### config.mk
export PLATFORM = sky130hd
export DESIGN_NAME = two_player_countdown_clock
export DESIGN_NICKNAME = d
export VERILOG_FILES = /design/src/hw/rtl/tpcc_pkg.sv /design/src/hw/rtl/tpcc_cfg.sv /design/src/hw/rtl/tpcc_core.sv /design/src/hw/rtl/two_player_countdown_clock.sv
export SDC_FILE = /design/constraint.sdc
export NUM_CORES = 1
export LEC_CHECK = 0
export BUFFER_PORTS_ARGS = -buffer_cell sky130_fd_sc_hd__buf_2
export CAP_MARGIN = 15
export CORE_MARGIN = 3
export CORE_UTILIZATION = 51
export DETAILED_ROUTE_END_ITERATION = 8
export GPL_ROUTABILITY_DRIVEN = 0
export PLACE_DENSITY = 0.7
export SLEW_MARGIN = 20
export SYNTH_ARGS = -nofsm -noshare
export SYNTH_HDL_FRONTEND = slang
export SYNTH_HIERARCHICAL = 1
export SYNTH_SLANG_ARGS = --single-unit
export TNS_END_PERCENT = 30
### constraint.sdc
create_clock -name clk -period 10 [get_ports clk]
set_input_delay 2 -clock clk [delete_from_list [all_inputs] [get_ports clk]]
set_output_delay 2 -clock clk [all_outputs]
set_load 0.05 [all_outputs]
### src/hw/rtl/tpcc_pkg.sv
// shared types, codes and helper functions for the two-player countdown clock
package tpcc_pkg;

	// configuration port
	localparam int unsigned PADDR_W = 3;
	localparam int unsigned PDATA_W = 32;
	localparam int unsigned TPS_W = 10;
	localparam logic [TPS_W-1:0] TPS_RESET = 10'd200;
	localparam logic REG_TPS = 1'b0;

	// field widths
	localparam int unsigned KEYS_W = 16;
	localparam int unsigned TIME_W = 14;

	// keypad bit positions
	localparam int unsigned KEY_START = 0;
	localparam int unsigned KEY_ONE = 3;
	localparam int unsigned KEY_TWO = 7;
	localparam int unsigned KEY_THREE = 11;
	localparam int unsigned KEY_FOUR = 2;

	// item opcodes
	localparam logic OP_TICK = 1'b0;
	localparam logic OP_KEYS = 1'b1;

	typedef enum logic [1:0] {
		PH_SETTING = 2'd0,
		PH_RUNNING = 2'd1,
		PH_FINISHED = 2'd2
	} phase_t;

	typedef enum logic [1:0] {
		TURN_NONE = 2'd0,
		TURN_WHITE = 2'd1,
		TURN_BLACK = 2'd2
	} turn_t;

	typedef enum logic [1:0] {
		WIN_NONE = 2'd0,
		WIN_BLACK = 2'd1,
		WIN_WHITE = 2'd2
	} winner_t;

	// time held as decimal digits mm:ss, second tens never above 6 when stored
	typedef struct packed {
		logic [3:0] mt;
		logic [3:0] mu;
		logic [2:0] st;
		logic [3:0] su;
	} mmss_t;

	typedef struct packed {
		logic opcode;
		logic [KEYS_W-1:0] keys;
	} item_t;

	typedef struct packed {
		phase_t phase;
		turn_t turn;
		logic [TIME_W-1:0] setup_time;
		logic [TIME_W-1:0] white_left;
		logic [TIME_W-1:0] black_left;
		winner_t winner;
		logic timeout_pulse;
	} result_t;

	// decimal MMSS value of a digit set
	function automatic logic [TIME_W-1:0] mmss_value(input mmss_t v);
		mmss_value = TIME_W'(v.mt) * 14'd1000 + TIME_W'(v.mu) * 14'd100
			+ TIME_W'(v.st) * 14'd10 + TIME_W'(v.su);
	endfunction

	// one second off, saturating at zero, seconds skip from 00 to 59
	function automatic mmss_t mmss_dec(input mmss_t v);
		mmss_t r;
		logic b0;
		logic b1;
		logic b2;
		b0 = (v.su == 4'd0);
		b1 = b0 && (v.st == 3'd0);
		b2 = b1 && (v.mu == 4'd0);
		r.su = b0 ? 4'd9 : v.su - 4'd1;
		r.st = b0 ? ((v.st == 3'd0) ? 3'd5 : v.st - 3'd1) : v.st;
		r.mu = b1 ? ((v.mu == 4'd0) ? 4'd9 : v.mu - 4'd1) : v.mu;
		r.mt = b2 ? v.mt - 4'd1 : v.mt;
		if (v == '0) begin
			r = v;
		end
		mmss_dec = r;
	endfunction

endpackage

### src/hw/rtl/tpcc_cfg.sv
// apb register block holding the ticks-per-second setting
module tpcc_cfg (
	input  logic clk,
	input  logic arst_n,
	input  logic psel,
	input  logic penable,
	input  logic pwrite,
	input  logic [tpcc_pkg::PADDR_W-1:0] paddr,
	input  logic [tpcc_pkg::PDATA_W-1:0] pwdata,
	output logic [tpcc_pkg::PDATA_W-1:0] prdata,
	output logic pready,
	output logic [tpcc_pkg::TPS_W-1:0] tps
);

	logic [tpcc_pkg::TPS_W-1:0] tps_q;
	logic hit;

	// word decode, byte offset bits ignored
	assign hit = (paddr[2] == tpcc_pkg::REG_TPS);

	// register write on the access phase
	always_ff @(posedge clk or negedge arst_n) begin
		if (!arst_n) begin
			tps_q <= tpcc_pkg::TPS_RESET;
		end else if (psel && penable && pwrite && hit) begin
			tps_q <= pwdata[tpcc_pkg::TPS_W-1:0];
		end
	end

	// read back
	assign prdata = hit ? tpcc_pkg::PDATA_W'(tps_q) : '0;
	assign pready = 1'b1;
	assign tps = tps_q;

endmodule

### src/hw/rtl/tpcc_core.sv
// game state, single-pass update and result register
module tpcc_core (
	input  logic clk,
	input  logic arst_n,
	input  logic valid_s1,
	input  tpcc_pkg::item_t item_s1,
	input  logic [tpcc_pkg::TPS_W-1:0] tps,
	input  logic result_ready,
	output logic take,
	output logic result_valid,
	output tpcc_pkg::result_t result
);

	tpcc_pkg::phase_t phase_q, phase_n;
	tpcc_pkg::turn_t turn_q, turn_n;
	tpcc_pkg::winner_t win_q, win_n;
	tpcc_pkg::mmss_t dig_q, dig_n;
	tpcc_pkg::mmss_t wcnt_q, wcnt_n;
	tpcc_pkg::mmss_t bcnt_q, bcnt_n;
	logic [tpcc_pkg::TPS_W-1:0] wpre_q, wpre_n;
	logic [tpcc_pkg::TPS_W-1:0] bpre_q, bpre_n;
	logic [tpcc_pkg::KEYS_W-1:0] prev_q, prev_n;
	logic pulse;
	logic fire;
	logic sel_white;
	logic [tpcc_pkg::TPS_W-1:0] pre_sel;
	logic [tpcc_pkg::TPS_W:0] pre_inc;
	logic complete;
	tpcc_pkg::mmss_t cnt_sel, cnt_dec;
	logic hit_zero;
	logic result_valid_q;
	tpcc_pkg::result_t result_q;

	// result slot free or being emptied
	assign take = !result_valid_q || result_ready;
	assign fire = valid_s1 && take;

	// shared prescaler increment and countdown step, applied to the running player's prescaler and count
	assign sel_white = (turn_q == tpcc_pkg::TURN_WHITE);
	assign pre_sel = sel_white ? wpre_q : bpre_q;
	assign cnt_sel = sel_white ? wcnt_q : bcnt_q;
	assign pre_inc = {1'b0, pre_sel} + 11'd1;
	assign complete = !(pre_inc < {1'b0, tps});
	assign cnt_dec = tpcc_pkg::mmss_dec(cnt_sel);
	assign hit_zero = (cnt_dec == '0);

	// next state for one transaction
	always_comb begin
		phase_n = phase_q;
		turn_n = turn_q;
		win_n = win_q;
		dig_n = dig_q;
		wcnt_n = wcnt_q;
		bcnt_n = bcnt_q;
		wpre_n = wpre_q;
		bpre_n = bpre_q;
		prev_n = prev_q;
		pulse = 1'b0;
		if (fire) begin
			if (item_s1.opcode == tpcc_pkg::OP_TICK) begin
				if (phase_q == tpcc_pkg::PH_RUNNING &&
					(turn_q == tpcc_pkg::TURN_WHITE || turn_q == tpcc_pkg::TURN_BLACK)) begin
					if (!complete) begin
						if (sel_white) begin
							wpre_n = pre_inc[tpcc_pkg::TPS_W-1:0];
						end else begin
							bpre_n = pre_inc[tpcc_pkg::TPS_W-1:0];
						end
					end else begin
						if (sel_white) begin
							wpre_n = '0;
							wcnt_n = cnt_dec;
						end else begin
							bpre_n = '0;
							bcnt_n = cnt_dec;
						end
						if (hit_zero) begin
							pulse = 1'b1;
							phase_n = tpcc_pkg::PH_FINISHED;
							turn_n = tpcc_pkg::TURN_NONE;
							win_n = sel_white ? tpcc_pkg::WIN_BLACK : tpcc_pkg::WIN_WHITE;
						end
					end
				end
			end else if (item_s1.keys != prev_q) begin
				prev_n = item_s1.keys;
				unique case (phase_q)
					tpcc_pkg::PH_SETTING: begin
						// digits step first, start then loads them
						if (item_s1.keys[tpcc_pkg::KEY_ONE]) begin
							dig_n.mt = (dig_q.mt >= 4'd9) ? 4'd0 : dig_q.mt + 4'd1;
						end
						if (item_s1.keys[tpcc_pkg::KEY_TWO]) begin
							dig_n.mu = (dig_q.mu >= 4'd9) ? 4'd0 : dig_q.mu + 4'd1;
						end
						if (item_s1.keys[tpcc_pkg::KEY_THREE]) begin
							dig_n.st = (dig_q.st >= 3'd6) ? 3'd0 : dig_q.st + 3'd1;
						end
						if (item_s1.keys[tpcc_pkg::KEY_FOUR]) begin
							dig_n.su = (dig_q.su >= 4'd9) ? 4'd0 : dig_q.su + 4'd1;
						end
						if (item_s1.keys[tpcc_pkg::KEY_START]) begin
							wcnt_n = dig_n;
							bcnt_n = dig_n;
							wpre_n = '0;
							bpre_n = '0;
							phase_n = tpcc_pkg::PH_RUNNING;
							turn_n = tpcc_pkg::TURN_WHITE;
						end
					end
					tpcc_pkg::PH_RUNNING: begin
						// black wins when both keys are down
						if (item_s1.keys[tpcc_pkg::KEY_ONE]) begin
							turn_n = tpcc_pkg::TURN_WHITE;
						end
						if (item_s1.keys[tpcc_pkg::KEY_TWO]) begin
							turn_n = tpcc_pkg::TURN_BLACK;
						end
					end
					tpcc_pkg::PH_FINISHED: begin
					end
					default: begin
					end
				endcase
			end
		end
	end

	// state registers
	always_ff @(posedge clk or negedge arst_n) begin
		if (!arst_n) begin
			phase_q <= tpcc_pkg::PH_SETTING;
			turn_q <= tpcc_pkg::TURN_NONE;
			win_q <= tpcc_pkg::WIN_NONE;
			dig_q <= '0;
			wcnt_q <= '0;
			bcnt_q <= '0;
			wpre_q <= '0;
			bpre_q <= '0;
			prev_q <= '0;
		end else begin
			phase_q <= phase_n;
			turn_q <= turn_n;
			win_q <= win_n;
			dig_q <= dig_n;
			wcnt_q <= wcnt_n;
			bcnt_q <= bcnt_n;
			wpre_q <= wpre_n;
			bpre_q <= bpre_n;
			prev_q <= prev_n;
		end
	end

	// result valid flag
	always_ff @(posedge clk or negedge arst_n) begin
		if (!arst_n) begin
			result_valid_q <= 1'b0;
		end else if (fire) begin
			result_valid_q <= 1'b1;
		end else if (result_ready) begin
			result_valid_q <= 1'b0;
		end
	end

	// result payload
	always_ff @(posedge clk) begin
		if (fire) begin
			result_q.phase <= phase_n;
			result_q.turn <= turn_n;
			result_q.setup_time <= tpcc_pkg::mmss_value(dig_n);
			result_q.white_left <= tpcc_pkg::mmss_value(wcnt_n);
			result_q.black_left <= tpcc_pkg::mmss_value(bcnt_n);
			result_q.winner <= win_n;
			result_q.timeout_pulse <= pulse;
		end
	end

	assign result_valid = result_valid_q;
	assign result = result_q;

endmodule

### src/hw/rtl/two_player_countdown_clock.sv
// top level of the two-player countdown chess clock
//
// item channel: item_valid/item_ready carry opcode (0 tick, 1 keypad bitmap) and
// keys. result channel: result_valid/result_ready carry phase, turn, setup_time,
// white_left, black_left, winner and timeout_pulse, one result per item.
// ticks_per_second is written over the apb port at byte address 0; the user must
// write it only while the block is idle, which the block itself does not enforce.
// an accepted item sits in the input register until the result slot is free; it
// then updates the game state and the result register together, and its result
// is offered from then on.
// throughput: one item per cycle while results are taken; the whole update is one
// pass of logic between the input register and the result register.
// reset puts the clock in the setting phase with all digits, counts and
// prescalers at zero and ticks_per_second at 200.
// when the receiver stalls, the result register holds, the input register
// takes one more item, and then item_ready falls until the result is taken.
module two_player_countdown_clock (
	input  logic clk,
	input  logic arst_n,
	input  logic psel,
	input  logic penable,
	input  logic pwrite,
	input  logic [tpcc_pkg::PADDR_W-1:0] paddr,
	input  logic [tpcc_pkg::PDATA_W-1:0] pwdata,
	output logic [tpcc_pkg::PDATA_W-1:0] prdata,
	output logic pready,
	input  logic item_valid,
	output logic item_ready,
	input  logic opcode,
	input  logic [tpcc_pkg::KEYS_W-1:0] keys,
	output logic result_valid,
	input  logic result_ready,
	output logic [1:0] phase,
	output logic [1:0] turn,
	output logic [tpcc_pkg::TIME_W-1:0] setup_time,
	output logic [tpcc_pkg::TIME_W-1:0] white_left,
	output logic [tpcc_pkg::TIME_W-1:0] black_left,
	output logic [1:0] winner,
	output logic timeout_pulse
);

	logic [tpcc_pkg::TPS_W-1:0] tps;
	logic valid_s1;
	tpcc_pkg::item_t item_s1;
	logic take;
	tpcc_pkg::result_t result;

	tpcc_cfg u_cfg (
		.clk    (clk),
		.arst_n (arst_n),
		.psel   (psel),
		.penable(penable),
		.pwrite (pwrite),
		.paddr  (paddr),
		.pwdata (pwdata),
		.prdata (prdata),
		.pready (pready),
		.tps    (tps)
	);

	// input register
	assign item_ready = !valid_s1 || take;

	always_ff @(posedge clk or negedge arst_n) begin
		if (!arst_n) begin
			valid_s1 <= 1'b0;
		end else if (item_valid && item_ready) begin
			valid_s1 <= 1'b1;
		end else if (take) begin
			valid_s1 <= 1'b0;
		end
	end

	always_ff @(posedge clk) begin
		if (item_valid && item_ready) begin
			item_s1.opcode <= opcode;
			item_s1.keys <= keys;
		end
	end

	tpcc_core u_core (
		.clk         (clk),
		.arst_n      (arst_n),
		.valid_s1    (valid_s1),
		.item_s1     (item_s1),
		.tps         (tps),
		.result_ready(result_ready),
		.take        (take),
		.result_valid(result_valid),
		.result      (result)
	);

	// result fields
	assign phase = result.phase;
	assign turn = result.turn;
	assign setup_time = result.setup_time;
	assign white_left = result.white_left;
	assign black_left = result.black_left;
	assign winner = result.winner;
	assign timeout_pulse = result.timeout_pulse;

endmodule

==> out/metrics.cfg <==
[run_status]
run_status=complete, no violations

[drt]
drt_iter0_drc=619
wire_per_inst_um=16.6
drt_first_pass_iters=5
drc=0
vias=9742
drt_wl_total_mm=28.7
viasPerCell=5.65
postRouteAntennaNets=0

[logic_synthesis]
postSynthAreaPerCell_um2=10.4
yosysSeqAreaShare_pct=33.6
synthFlopType=dfrtp_1
netlist_area_um2=13300
async_flop_share_pct=60.0
synth_cell_type_count=85
ys.warnings.count=6
synth_edf_count=66
synth_cells=1281
ys_seq_elements=165

[global_routing]
grt_pass1_wl_mm=48.4
track_usage_pct=21.0
gr-total-overflow=0
grt_pass1_vias=9969
antenna_found_initial=0
grt.busiest_layer=met2
use_met3_pct=3.99
grt_util_met1_pct=25.6
use_met2_pct=37.3
grt_max_degree=55

[job]
drv_cap=0

[clock_tree]
cts_hold_buffers=0
cts_root_buffer=clkbuf_16
cts_resized=0
clkLatencyLatePin_ns=0.45
tritoncts=built
cts_buffer_depth=2
post-cts-setup-buffer-count=0
clkTransAtPathRegs_ns=0.08
numCtsBuffers=17
cts_sinks=165
cts-htree-levels=4

[timing]
hold_viol_final=0
fin_crit_sh_pct=85.3
hold_ws_ns=0.504
setup_tns_ns=0
period_needed_ns=8.53
drv_slew=0
grt_setup_unrepaired=false
worst_pin_slew_ns=1.00
setup_ws_ns=1.47
setup_viol_count_final=0
slew-limit-headroom_pct=32.7
skew_ns=0.0245
fmax_mhz=117

[power_and_ir_drop]
power_density_nw_per_um2=199
power_leakage_nw=7.19
vdd_drop_max_mv=0.258

[die]
die_area_um2=28000
die_y_um=167
start_util_pct=52.2
core_um2=25400
std_cell_rows=58
die_x_um=167
top_level_ports=143

[critical_path]
cp.required_ns=10.19
crit_fanout=11
arrival_ns=8.72
max_stage_delay_ns=0.67
cp-start-kind=flop
path_class=reg2reg
cpMostUsedCell=ha_1
endpoint_kind=flop
critical_path.slowest_cell=o21ai_0

[finish]
final_common_cell=ha_1
area_growth_pct=10.7
final_area_um2=14700
drive_gt1_share_pct=16.3
nets=1661
most-common-layout-cells=ha_1 (177), inv_1 (147), dfrtp_1 (96), buf_2 (94), edfxtp_1 (66)

[placement]
io_buffers=95
hpwl_mm=22.2
dpl_cell_area_um2=14000
pre_cts_ws_ns=1.58

[hold_path]
min_path_type=reg2reg

cell usage after synthesis, drive strengths merged, types with 4 or more instances:
master	n	area share (%)
a211oi	12	0.72
a21boi	5	0.28
a21o	20	1.1
a21oi	53	2.0
a22o	4	0.26
a31oi	23	1.1
a32o	4	0.30
and2	7	0.35
and3	8	0.38
buf	29	1.6
clkbuf	22	0.62
dfrtp	96	18
edfxtp	66	15
fa	45	6.8
ha	178	17
inv	148	4.2
mux2	60	5.4
mux2i	23	1.7
nand2	62	1.8
nand2b	16	0.81
nand3	24	0.91
nand4	7	0.38
nor2	58	1.6
nor2b	29	1.4
nor3	31	1.2
nor3b	4	0.23
nor4	6	0.28
o211ai	8	0.45
o21a	8	0.45
o21ai	49	1.8
o21bai	12	0.68
o221a	4	0.34
o22a	9	0.59
o22ai	6	0.28
o31ai	8	0.45
xnor2	62	4.1
xor2	16	1.1
where the power goes:
group	internal [mW]	total, mW	switching [mW]	leakage (nW)
clock network	0.348	0.692	0.344	0.306
logic	0.552	1.32	0.767	5.00
registers	0.861	0.918	0.0569	1.89
total	1.76	2.93	1.17	7.19
state kept, by name, summed over array words and instances, names as in the netlist:
signal               flops
u_core/result           49
item_s1                 17
u_core/prev_q           16
u_core/bcnt_q           15
u_core/dig_q            15
u_core/wcnt_q           15
u_cfg/tps               10
u_core/bpre_q           10
u_core/wpre_q           10
u_core/phase_q           2
u_core/turn_q            2
u_core/win_q             2
u_core/result_valid      1
valid_s1                 1
cell families after synthesis:
kind of cell | synth area share [%]
other | 0.0566
multiplexers | 7.17
flip-flops | 33.6
AO/OA/AOI/OAI | 13.1
AND/OR/NAND/NOR | 10.9
XOR/XNOR | 5.15
buffers and inverters | 6.41
adder cells (fa/ha/maj) | 23.6
worst max-delay path: cells and delay by family (launching register included):
kind,cells,cell delay (ns)
adder cells (fa/ha/maj),9,3.30
flip-flops,1,0.42
multiplexers,1,0.42
AND/OR/NAND/NOR,5,0.75
AO/OA/AOI/OAI,10,2.76
XOR/XNOR,3,0.57
buffers and inverters,1,0.04
path summary, 6_finish.rpt:
| check | start | slack [ns] | end | cells after the start |
|---|---|---|---|---|
| max | u_core/turn_q[0]$_DFF_PN0_ | 1.47 | u_core/result[30]$_DFFE_PP_ | 29 |
| min | u_core/win_q[0]$_DFF_PN0_ | 0.50 | u_core/win_q[0]$_DFF_PN0_ | 1 |
| max reg2reg | u_core/turn_q[0]$_DFF_PN0_ | 1.47 | u_core/result[30]$_DFFE_PP_ | 29 |
| min reg2reg | u_core/win_q[0]$_DFF_PN0_ | 0.50 | u_core/win_q[0]$_DFF_PN0_ | 1 |
| max in group asynchronous | arst_n | 7.26 | u_core/bpre_q[8]$_DFFE_PN0P_ | 2 |
| min in group asynchronous | arst_n | 1.57 | u_cfg/tps[0]$_DFFE_PN0P_ | 1 |
final cells by class:
class                      instances  area (um^2)
sequential                       165         4460
tap                              330          413
clock buffer                      17          425
multi-input combinational        938         8030
fill                            2216        10700
clock inverter                    15          214
timing repair buffer             109          583
antenna                            1         2.50
inverter                         148          556
stage by stage:
| stage | power (mW) | instances | util, % |
|---|---|---|---|
| final | 2.93 | 1723 | 57.8 |
| after global placement | 2.21 | 1690 | 55.3 |
| after detailed placement | 2.26 | 1690 | 55.3 |
| after global routing | 3.18 | 1722 | 57.8 |
| after floorplan | 1.99 | 1302 | - |
| after CTS | 2.97 | 1722 | 57.8 |
routing by layer:
| layer | share of wire (%) | wire length (um) |
|---|---|---|
| met2 | 51 | 14500 |
| met4 | 2.2 | 640 |
| met3 | 5.6 | 1590 |
| met1 | 42 | 11900 |
| met5 | 0 | 0 |
(Power assumes the default switching activity.)
